## src/sv/pcf_pkg.sv

```systemverilog
`default_nettype none
package pcf_pkg;

    // Default values of the top-level parameters.
    localparam int COORD_BITS_DEF = 24;
    localparam int FRAC_BITS_DEF  = 8;
    localparam int QUAD_MAX_DEF   = 22;
    localparam int CUBIC_MAX_DEF  = 30;
    localparam int AREA_LIMIT_DEF = 5000;

    // Fixed widths. Sample counts are held in KW bits, so they stay below 64, as does the segment count.
    localparam int EPS_W   = 9;
    localparam int KW      = 6;
    localparam int KK_W    = 2 * KW - 1;
    localparam int K4_W    = 2 * KK_W - 1;
    localparam int DEN_W   = 15;
    localparam int AREA_W  = 16;
    localparam int M_W     = KW + EPS_W;
    localparam int M2_W    = 2 * M_W;
    localparam int X_W     = AREA_W + M2_W;
    localparam int XLO_W   = X_W / 2;
    localparam int XHI_W   = X_W - XLO_W;
    localparam int LHS_W   = X_W + M2_W;
    localparam int RHS_W   = AREA_W + K4_W;
    // Epsilon is scaled by 256, so its fourth power carries 32 fraction bits.
    localparam int EPS4_SH = 32;
    localparam int CMP_W   = LHS_W - EPS4_SH;

    localparam logic [EPS_W-1:0] EPS_RESET = 9'd256;

    localparam int PADDR_W = 3;
    localparam int PDATA_W = 32;
    localparam logic REG_EPSILON = 1'b0;

    localparam logic [2:0] KIND_MOVE  = 3'd0;
    localparam logic [2:0] KIND_LINE  = 3'd1;
    localparam logic [2:0] KIND_QUAD  = 3'd2;
    localparam logic [2:0] KIND_CUBIC = 3'd3;
    localparam logic [2:0] KIND_CLOSE = 3'd4;

    localparam logic [1:0] OUT_MOVE  = 2'd0;
    localparam logic [1:0] OUT_LINE  = 2'd1;
    localparam logic [1:0] OUT_CLOSE = 2'd2;

    typedef enum logic [2:0] {
        EM_CLOSE  = 3'd0,
        EM_MOVE   = 3'd1,
        EM_ORIGIN = 3'd2,
        EM_LINE   = 3'd3,
        EM_POINT  = 3'd4
    } t_emit_sel;

    typedef struct packed {
        logic      load;
        logic      curve_init;
        logic      cross_mul;
        logic      cross_acc;
        logic      area;
        logic      m2;
        logic      x_mul;
        logic      lhs_mul;
        logic      lhs_sum;
        logic      k_sq;
        logic      k_4;
        logic      k_rhs;
        logic      k_take;
        logic      den1;
        logic      den2;
        logic      w1;
        logic      w2;
        logic      mac;
        logic      div_prep;
        logic      div_step;
        logic      emit;
        t_emit_sel emit_sel;
        logic      emit_last;
        logic      j_inc;
        logic      set_src_p1;
        logic      set_src_end;
        logic      set_needs;
        logic      clr_needs;
    } t_cmd;

    typedef struct packed {
        logic [2:0] kind;
        logic       needs_origin;
        logic       out_free;
        logic       cross_done;
        logic       sat;
        logic       k_pass;
        logic       k_at_max;
        logic       mac_done;
        logic       div_done;
        logic       j_at_n;
    } t_status;

endpackage
`default_nettype wire

```

## src/sv/pcf_ctrl.sv

```systemverilog
`default_nettype none
module pcf_ctrl import pcf_pkg::*; (
    input  wire logic    i_clk,
    input  wire logic    i_rst_n,
    input  wire logic    i_valid,
    output logic         o_stall,
    input  wire t_status i_status,
    output t_cmd         o_cmd
);

    typedef enum logic [24:0] {
        S_IDLE        = 25'h0000001,
        S_DECODE      = 25'h0000002,
        S_EMIT_CLOSE  = 25'h0000004,
        S_EMIT_MOVE   = 25'h0000008,
        S_EMIT_ORIGIN = 25'h0000010,
        S_EMIT_LINE   = 25'h0000020,
        S_CROSS_MUL   = 25'h0000040,
        S_CROSS_ACC   = 25'h0000080,
        S_AREA        = 25'h0000100,
        S_M2          = 25'h0000200,
        S_XMUL        = 25'h0000400,
        S_LHS_MUL     = 25'h0000800,
        S_LHS_SUM     = 25'h0001000,
        S_K_SQ        = 25'h0002000,
        S_K_4         = 25'h0004000,
        S_K_RHS       = 25'h0008000,
        S_K_CMP       = 25'h0010000,
        S_DEN1        = 25'h0020000,
        S_DEN2        = 25'h0040000,
        S_W1          = 25'h0080000,
        S_W2          = 25'h0100000,
        S_MAC         = 25'h0200000,
        S_DIV_PREP    = 25'h0400000,
        S_DIV         = 25'h0800000,
        S_EMIT_PT     = 25'h1000000
    } t_state;

    t_state r_state, n_state;

    always_ff @(posedge i_clk) begin
        if (!i_rst_n) begin
            r_state <= S_IDLE;
        end else begin
            r_state <= n_state;
        end
    end

    always_comb begin
        n_state = r_state;
        o_cmd   = '0;
        o_stall = 1'b1;
        unique case (r_state)
            S_IDLE: begin
                o_stall = 1'b0;
                if (i_valid) begin
                    o_cmd.load = 1'b1;
                    n_state    = S_DECODE;
                end
            end
            S_DECODE: begin
                o_cmd.curve_init = 1'b1;
                case (i_status.kind) inside
                    KIND_CLOSE: n_state = S_EMIT_CLOSE;
                    KIND_MOVE:  n_state = S_EMIT_MOVE;
                    KIND_LINE, KIND_QUAD, KIND_CUBIC: begin
                        if (i_status.needs_origin) begin
                            n_state = S_EMIT_ORIGIN;
                        end else if (i_status.kind == KIND_LINE) begin
                            n_state = S_EMIT_LINE;
                        end else begin
                            n_state = S_CROSS_MUL;
                        end
                    end
                    default: n_state = S_IDLE;
                endcase
            end
            S_EMIT_CLOSE: begin
                if (i_status.out_free) begin
                    o_cmd.emit      = 1'b1;
                    o_cmd.emit_sel  = EM_CLOSE;
                    o_cmd.emit_last = 1'b1;
                    o_cmd.set_needs = 1'b1;
                    n_state         = S_IDLE;
                end
            end
            S_EMIT_MOVE: begin
                if (i_status.out_free) begin
                    o_cmd.emit       = 1'b1;
                    o_cmd.emit_sel   = EM_MOVE;
                    o_cmd.emit_last  = 1'b1;
                    o_cmd.set_src_p1 = 1'b1;
                    o_cmd.clr_needs  = 1'b1;
                    n_state          = S_IDLE;
                end
            end
            S_EMIT_ORIGIN: begin
                if (i_status.out_free) begin
                    o_cmd.emit      = 1'b1;
                    o_cmd.emit_sel  = EM_ORIGIN;
                    o_cmd.clr_needs = 1'b1;
                    n_state = (i_status.kind == KIND_LINE) ? S_EMIT_LINE : S_CROSS_MUL;
                end
            end
            S_EMIT_LINE: begin
                if (i_status.out_free) begin
                    o_cmd.emit       = 1'b1;
                    o_cmd.emit_sel   = EM_LINE;
                    o_cmd.emit_last  = 1'b1;
                    o_cmd.set_src_p1 = 1'b1;
                    n_state          = S_IDLE;
                end
            end
            S_CROSS_MUL: begin
                o_cmd.cross_mul = 1'b1;
                n_state         = S_CROSS_ACC;
            end
            S_CROSS_ACC: begin
                o_cmd.cross_acc = 1'b1;
                n_state = i_status.cross_done ? S_AREA : S_CROSS_MUL;
            end
            S_AREA: begin
                o_cmd.area = 1'b1;
                n_state    = S_M2;
            end
            S_M2: begin
                o_cmd.m2 = 1'b1;
                n_state  = S_XMUL;
            end
            S_XMUL: begin
                o_cmd.x_mul = 1'b1;
                n_state     = S_LHS_MUL;
            end
            S_LHS_MUL: begin
                o_cmd.lhs_mul = 1'b1;
                n_state       = S_LHS_SUM;
            end
            S_LHS_SUM: begin
                o_cmd.lhs_sum = 1'b1;
                n_state = i_status.sat ? S_DEN1 : S_K_SQ;
            end
            S_K_SQ: begin
                o_cmd.k_sq = 1'b1;
                n_state    = S_K_4;
            end
            S_K_4: begin
                o_cmd.k_4 = 1'b1;
                n_state   = S_K_RHS;
            end
            S_K_RHS: begin
                o_cmd.k_rhs = 1'b1;
                n_state     = S_K_CMP;
            end
            S_K_CMP: begin
                // The test is monotonic in k, so the search stops at the first failure.
                if (i_status.k_pass) begin
                    o_cmd.k_take = 1'b1;
                    n_state = i_status.k_at_max ? S_DEN1 : S_K_SQ;
                end else begin
                    n_state = S_DEN1;
                end
            end
            S_DEN1: begin
                o_cmd.den1 = 1'b1;
                n_state    = S_DEN2;
            end
            S_DEN2: begin
                o_cmd.den2 = 1'b1;
                n_state    = S_W1;
            end
            S_W1: begin
                o_cmd.w1 = 1'b1;
                n_state  = S_W2;
            end
            S_W2: begin
                o_cmd.w2 = 1'b1;
                n_state  = S_MAC;
            end
            S_MAC: begin
                o_cmd.mac = 1'b1;
                n_state = i_status.mac_done ? S_DIV_PREP : S_MAC;
            end
            S_DIV_PREP: begin
                o_cmd.div_prep = 1'b1;
                n_state        = S_DIV;
            end
            S_DIV: begin
                o_cmd.div_step = 1'b1;
                n_state = i_status.div_done ? S_EMIT_PT : S_DIV;
            end
            S_EMIT_PT: begin
                if (i_status.out_free) begin
                    o_cmd.emit      = 1'b1;
                    o_cmd.emit_sel  = EM_POINT;
                    o_cmd.emit_last = i_status.j_at_n;
                    if (i_status.j_at_n) begin
                        o_cmd.set_src_end = 1'b1;
                        n_state           = S_IDLE;
                    end else begin
                        o_cmd.j_inc = 1'b1;
                        n_state     = S_W1;
                    end
                end
            end
            default: n_state = S_IDLE;
        endcase
    end

endmodule
`default_nettype wire

```

## config.mk

```make
export PLATFORM = sky130hd
export DESIGN_NAME = pcf_ctrl
export DESIGN_NICKNAME = d
export VERILOG_FILES = /design/src/sv/pcf_pkg.sv /design/src/sv/pcf_ctrl.sv
export SDC_FILE = /design/constraint.sdc
export NUM_CORES = 1
export LEC_CHECK = 0
export ABC_AREA = 1
export BUFFER_PORTS_ARGS = -buffer_cell sky130_fd_sc_hd__buf_2
export CAP_MARGIN = 30
export CORE_AREA = 2 2 78 80
export DETAILED_ROUTE_END_ITERATION = 8
export DIE_AREA = 0 0 80 82
export SYNTH_ARGS = -nofsm -noshare
export SYNTH_HDL_FRONTEND = slang
export SYNTH_SLANG_ARGS = --single-unit
```

## constraint.sdc

```tcl
create_clock -name i_clk -period 2.2 [get_ports i_clk]
set_input_delay 0.11 -clock i_clk [delete_from_list [all_inputs] [get_ports i_clk]]
set_output_delay 0.11 -clock i_clk [all_outputs]
set_load 0.01 [all_outputs]
```

### Word-level counts from Yosys, hierarchy flattened

Cells that the tools add are included.

* register bits: 25
* output and inout bits: 31
* logic and storage cells: 96

* eq/ne operators: 33
* muxes and demuxes: 56
* reductions and logical operators: 6

Operators with widths (count)
* 25-bit case mux with 23 select lines: 1
* 25-bit two-way mux: 9
* 18-bit two-way mux: 3
* 1-bit two-way mux: 32
* 25-bit by 1-bit == test with 1-bit output, second input constant: 1
* 25-bit by 10-bit == test with 1-bit output, second input constant: 1
* 25-bit by 11-bit == test with 1-bit output, second input constant: 1
* 25-bit by 12-bit == test with 1-bit output, second input constant: 1
* 25-bit by 13-bit == test with 1-bit output, second input constant: 1
* 25-bit by 14-bit == test with 1-bit output, second input constant: 1
* 25-bit by 15-bit == test with 1-bit output, second input constant: 1
* 25-bit by 16-bit == test with 1-bit output, second input constant: 1
* 25-bit by 17-bit == test with 1-bit output, second input constant: 1
* 25-bit by 18-bit == test with 1-bit output, second input constant: 1
* 25-bit by 19-bit == test with 1-bit output, second input constant: 1
* 25-bit by 2-bit == test with 1-bit output, second input constant: 1
* 25-bit by 20-bit == test with 1-bit output, second input constant: 1
* 25-bit by 21-bit == test with 1-bit output, second input constant: 1
* 25-bit by 22-bit == test with 1-bit output, second input constant: 1
* 25-bit by 23-bit == test with 1-bit output, second input constant: 1
* 25-bit by 24-bit == test with 1-bit output, second input constant: 1
* 25-bit == test, second input constant: 1
* 25-bit by 3-bit == test with 1-bit output, second input constant: 1
* 25-bit by 4-bit == test with 1-bit output, second input constant: 1
* other kinds (23): 30

### Depth between registers and ports, before layout

Gate-level depths: netlist of run 1.

* depth after elaboration: 7
* mapped depth: 13
* gate-level depth less buffers: 13

### Worst setup path after synthesis of run 1

OpenSTA, ideal clock, no wires.

* path kind: reg-to-reg
* start point: reg r_state[20]
* end point: reg r_state[0]
* library setup time: 0.112 ns
* data arrival time: 1.492 ns
* setup slack: 0.596 ns
* cell stages (with the launch flop): 14
* buffers on the path: 1
* clock period less this slack: 1.604 ns
* path through: dfxtp_1 -> nor2_2 -> nand2_1 -> nor2_4 -> nand2_4 -> buf_6 -> nor2_1 -> nor2_1 -> nand2_1 -> nor2_1 -> nand3_1 -> nand2_1 -> nand2_1 -> nand2_1

* word-level cells in the longest chain between the ends: 4

Ends and longest elaborated chain
* start, declared: RTL line pcf_ctrl.sv:39 `t_state r_state, n_state;`
* start signal, assigned: RTL line pcf_ctrl.sv:45 `r_state <= n_state;`
* 25-bit by 6-bit == test with 1-bit output (tied with other cells): RTL line pcf_ctrl.sv:53 `unique case (r_state)`
* 3-bit OR reduction (no source line)
* 2-bit by 1-bit inequality test with 1-bit output (no source line)
* 4-bit AND reduction (no source line)

Several ways; a longest one is shown, not always the timed one.
A chain may end at the register's enable or synchronous reset.

==> flow_summary_export.csv, run 1 <==
group,metric,value,unit
critical_path,cp-end-kind,"primary output",
pwr,p_leak,1.25,nW
critical_path,path_max_fanout,10,
clock_network,htreeDepth,1,
timing,fin_skew,0.00499,ns
yosys,synth_top_area_share,25.7,%
finish,largest_reg_flops,25,
routing,dr.pass1.iters,4,
critical_path,path_class,"flop to primary output",
critical_path,critPathArrivalTime,1.89,ns
pwr,ir_drop,0.000261,V
job,max_cap_violations,0,
critical_path,path_depth,10,
yosys,synthMostInstantiatedCell,"nor2_1",
critical_path,reg2reg_slack,0.31,ns
critical_path,cp.required,2.09,ns
hold_path,hold_depth,3,
place,io_buffers,45,
timing,finalSetupTns,0,ns
finish,fin_nets,372,
pwr,pwr-share-seq,51.9,%
global_route,track_usage,14.7,%
pwr,p_int,627,uW
yosys,yosys-top-cells-count,"nor2_1, nand2_1, inv_1, nand3_1, dfxtp_1",
clock_network,cts_sinks,25,
clock_network,clock_path_buffers,2,
pwr,netSwitchingFraction,29.2,%
routing,drc_errors,0,
routing,wirelength,4.68,mm
critical_path,cp_cell_sequence,"nor2_2, nand2_4, nor2_8, nand2_4, inv_6, nand2_4, nor2_1, inv_1, a31oi_1, buf_2",
finish,regMostFlops,"r_state",
outcome,status,"finished clean",
clock_network,clk_pin_slew,0.09,ns
yosys,synth_cell_type_count,30,
critical_path,start_kind,"flop",
clock_network,cts_hold_buf,0,
critical_path,cp_num_buf_inv,3,
yosys,yosysSeqAreaShare,25.7,%
place,dp_hpwl,3.85,mm
clock_network,cts_buffers,3,
floorplanning,dieArea,6560,sq um
yosys,syn-num-nets,327,
finish,drive_above_1_share,29.2,%
yosys,synthFlopType,"dfxtp_1",
timing,period_needed,2.00,ns
timing,finalCritPeriodShare,90.7,%
pwr,power.density,391,nW/um^2
timing,clock.fmax,501,MHz
routing,postRouteAntennaNets,0,
finish,top_regs,"r_state: 25 flops",
yosys,ys_top_cells_by_area,"dfxtp_1, nor2_1, nand2_1",
yosys,yosys.area.top_type,"dfxtp_1",
timing,setup_viol,0,
timing,worstMarginPinSlew,0.447,ns
hold_path,hold_class,"input port to flop",
critical_path,cp_common_cell,"nand2_4",
critical_path,ff2ff_path_depth,10,
routing,drtIter0Drc,96,
yosys,synth_cells,312,
clock_network,cts_tree,"done",
floorplanning,die_x,80,microns
timing,rsz0062_at_grt,"false",
clock_network,root_buffer,"clkbuf_8",
timing,slew_viol_final,0,
pwr,comb_power_share,16.7,%
critical_path,slowest_stage,"dfxtp_1",
routing,avgRoutedWirePerCell,10.9,microns
routing,viasPerCell,4.54,
clock_network,ctsResizeCount,0,
global_route,grt_pass1_vias,1787,
floorplanning,io_pins,46,
timing,max_slew_margin,70.2,%
floorplanning,initial_core_util,33.8,%
global_route,gr-total-overflow,0,
place,gp_congestion,0.810,
finish,antenna_cells,0,
global_route,antenna_found_initial,0,
global_route,grt_first_pass_wirelength,7.71,mm
yosys,async_flop_share,0,%
finish,area_delta_synth_final,16.5,%
critical_path,cp_top_family,"simple AND/OR/NAND/NOR gates",
global_route,grt_max_degree,19,
timing,holdWs,0.0772,ns
timing,hold_viol_final,0,
floorplanning,core_area,5750,sq um
pwr,pwr-share-clk,31.4,%
yosys,synth_edf_count,0,
floorplanning,die_h,82,microns
yosys,ys_warn_count,0,
floorplanning,std_cell_rows,28,
yosys,syn_area,1940,sq um
yosys,synth_seq_cells,25,
yosys,syn_avg_cell_area,6.23,sq um
clock_network,cts_setup_buffers,0,
critical_path,worst_path_largest_cell_delay,0.34,ns
routing,routed-via-count,1957,
pwr,p_sw,258,uW
clock_network,clk_latency,0.27,ns
## worst paths after layout
kind	to	start
setup / recovery	o_cmd[5]	r_state[4]
hold / removal	r_state[22]	i_status[2]
setup reg to reg	r_state[6]	r_state[20]
hold reg to reg	r_state[4]	r_state[4]
## placed cells by master, fill, tap and decap left out, types with 2 or more instances in the layout
cell	netlist	routed
nand2_2	2	2
nor2_2	14	14
nand3_2	10	10
o21ai_0	4	4
clkbuf_8	0	3
nor3_1	6	6
nand2_1	61	61
nand4_1	2	2
nand3_1	27	27
dfxtp_1	25	25
buf_2	1	45
nor2_8	2	2
a21oi_1	8	8
inv_1	41	41
nand2_4	7	7
inv_2	10	10
nor2_1	72	72
a31oi_1	2	2
nor2_4	5	5
## metrics by stage
step / instances / cell area (sq um) / util [%] / power (mW) / worst slack, ns
after detailed placement: 427 / 2220 / 38.6 / 0.619 / 0.327
after global placement: 427 / 2220 / 38.6 / 0.618 / 0.330
after global routing: 431 / 2270 / 39.4 / 0.941 / 0.0245
final: 431 / 2270 / 39.4 / 0.886 / 0.204
after CTS: 431 / 2270 / 39.4 / 0.903 / 0.165
after floorplan: 312 / 1940 / - / 0.586 / 0.596
## kinds of logic after synthesis
family	after synthesis	share of synthesized area, %
simple gates	211	55.7
buf+inv	58	12.9
flops	25	25.7
compound gates	18	5.73
## power by group through the flow
stage               Sequential, mW  Combinational (mW)  Clock, mW
finish                       0.460               0.148      0.278
global route                 0.461               0.165      0.315
CTS                          0.460               0.149      0.294
detailed placement           0.471               0.149          0
global placement             0.471               0.148          0
floorplan                    0.470               0.116          0
## layer usage
metal	GRT usage (%)	up-vias	part of all wire (%)
met3	1.76	2	4.0
met2	26.3	39	49
li1	-	1050	-
met4	3.56	0	0.41
met5	0	-	0
met1	18.8	866	47
## worst register-to-register path: cells and delay by family, from the launching register on
family | cells | cell delay, ns
AND/OR/NAND/NOR | 8 | 1.29
buffers and inverters | 2 | 0.16
flip-flops | 1 | 0.34
## cell type report
| class | count | area, sq um |
|---|---|---|
| fillers | 651 | 3480 |
| multi-input cells | 229 | 1190 |
| flip-flops and latches | 25 | 500 |
| repair buffers | 45 | 225 |
| inverters | 53 | 206 |
| well taps | 75 | 93.8 |
| clock buffers | 3 | 41.3 |
| clock inverters | 1 | 5.00 |
(Power assumes the default switching activity.)
==> inputs of run 2 (changes only) <==
- CORE_AREA: 2 2 78 80 -> 2 2 70 89
- DIE_AREA: 0 0 80 82 -> 0 0 72 91
==> flow_summary_export.csv, run 2 (synthesis gave the netlist of run 1 again) <==
group,metric,value,unit
critical_path,critPathArrivalTime,1.89,ns
floorplanning,initial_core_util,34.1,%
critical_path,worst_path_largest_cell_delay,0.34,ns
finish,top_regs,"r_state: 25 flops",
pwr,p_leak,1.25,nW
clock_network,clock_path_buffers,2,
finish,largest_reg_flops,25,
clock_network,ctsResizeCount,0,
clock_network,clk_latency,0.27,ns
global_route,grt_pass1_vias,1772,
timing,rsz0062_at_grt,"false",
clock_network,root_buffer,"clkbuf_8",
finish,antenna_cells,0,
clock_network,htreeDepth,1,
floorplanning,io_pins,46,
routing,drtIter0Drc,90,
timing,finalSetupTns,0,ns
timing,finalCritPeriodShare,91.1,%
hold_path,hold_class,"input port to flop",
critical_path,cp-end-kind,"primary output",
routing,drc_errors,0,
finish,regMostFlops,"r_state",
outcome,status,"finished clean",
timing,clock.fmax,499,MHz
routing,wirelength,4.65,mm
timing,hold_viol_final,0,
critical_path,slowest_stage,"dfxtp_1",
timing,fin_skew,0.00770,ns
routing,viasPerCell,4.60,
clock_network,cts_setup_buffers,0,
timing,slew_viol_final,0,
floorplanning,die_h,91,microns
floorplanning,core_area,5700,sq um
critical_path,cp_cell_sequence,"nor2_2, nand2_4, nor2_8, nand2_4, inv_6, nand2_4, nor2_1, inv_1, a31oi_1, buf_2",
timing,period_needed,2.00,ns
floorplanning,std_cell_rows,31,
clock_network,cts_sinks,25,
finish,mostFrequentLayoutCell,"nor2_1",
job,max_cap_violations,0,
routing,dr.pass1.iters,4,
timing,worstMarginPinSlew,0.449,ns
timing,holdWs,0.0774,ns
finish,final_cell_mix,"nor2_1, nand2_1, buf_2, inv_1, nand3_1",
clock_network,clk_pin_slew,0.10,ns
place,io_buffers,45,
clock_network,cts_tree,"done",
finish,area_delta_synth_final,16.0,%
critical_path,cp_common_cell,"nand2_4",
floorplanning,die_x,72,microns
timing,max_slew_margin,70.1,%
clock_network,cts_hold_buf,0,
clock_network,cts_buffers,3,
global_route,antenna_found_initial,0,
routing,postRouteAntennaNets,0,
global_route,grt_first_pass_wirelength,7.80,mm
place,gp_congestion,0.834,
pwr,power.density,393,nW/um^2
global_route,gr-total-overflow,0,
critical_path,cp.required,2.09,ns
routing,routed-via-count,1943,
floorplanning,dieArea,6550,sq um
finish,fin_nets,372,
finish,n_fill_cell,631,
global_route,grt_max_degree,19,
timing,setup_viol,0,
routing,avgRoutedWirePerCell,11.0,microns
critical_path,path_max_fanout,10,
pwr,ir_drop,0.000202,V
critical_path,start_kind,"flop",
finish,drive_above_1_share,29.2,%
place,dp_hpwl,3.85,mm
critical_path,path_class,"flop to primary output",
global_route,track_usage,14.7,%
-- run 2: per-layer routing --
layer / global-route usage (%) / up-vias / share of wire (%) / wire (microns)
met4: 3.30 / 0 / 0.71 / 33
met3: 1.89 / 2 / 2.8 / 130
met5: 0 / - / 0 / 0
met1: 17.4 / 872 / 43 / 2000
met2: 27.5 / 22 / 53 / 2490
li1: - / 1047 / - / -
-- run 2: cell type report --
class                           instances  area (sq um)  share of cell area, %
Clock buffer                            3          41.3                   1.83
Clock inverter                          1          5.00                  0.222
Sequential cell                        25           500                   22.2
Multi-Input combinational cell        229          1190                   52.9
Tap cell                               66          82.6                   3.66
Timing Repair Buffer                   45           225                   9.99
Inverter                               53           206                   9.16
-- run 2: report_power, final --
part	switching (mW)	internal [mW]	total, mW
clock	0.151	0.127	0.277
sequential	0.00377	0.457	0.460
combinational	0.104	0.0441	0.148
-- run 2: final timing paths --
check,end,cells after the start,from,slack (ns)
max,o_cmd[5],10,r_state[4],0.20
min,r_state[8],3,i_status[6],0.08
max reg2reg,r_state[6],10,r_state[20],0.33
min reg2reg,r_state[4],2,r_state[4],0.50
-- run 2: per-stage QoR --
stage	total power [mW]	cell area, sq um	utilization (%)	worst slack [ns]	instances
finish	0.886	2250	39.5	0.195	422
global route	0.931	2250	39.5	0.0165	422
CTS	0.898	2250	39.5	0.175	422
detailed placement	0.621	2210	38.7	0.354	418
global placement	0.620	2210	38.7	0.333	418
floorplan	0.586	1940	-	0.596	312
-- run 2: critical path, delay by kind of cell (launching register included) --
| kind | cells | cell delay [ns] |
|---|---|---|
| simple gates | 6 | 0.84 |
| flops | 1 | 0.34 |
| buf+inv | 3 | 0.34 |
| compound gates | 1 | 0.12 |
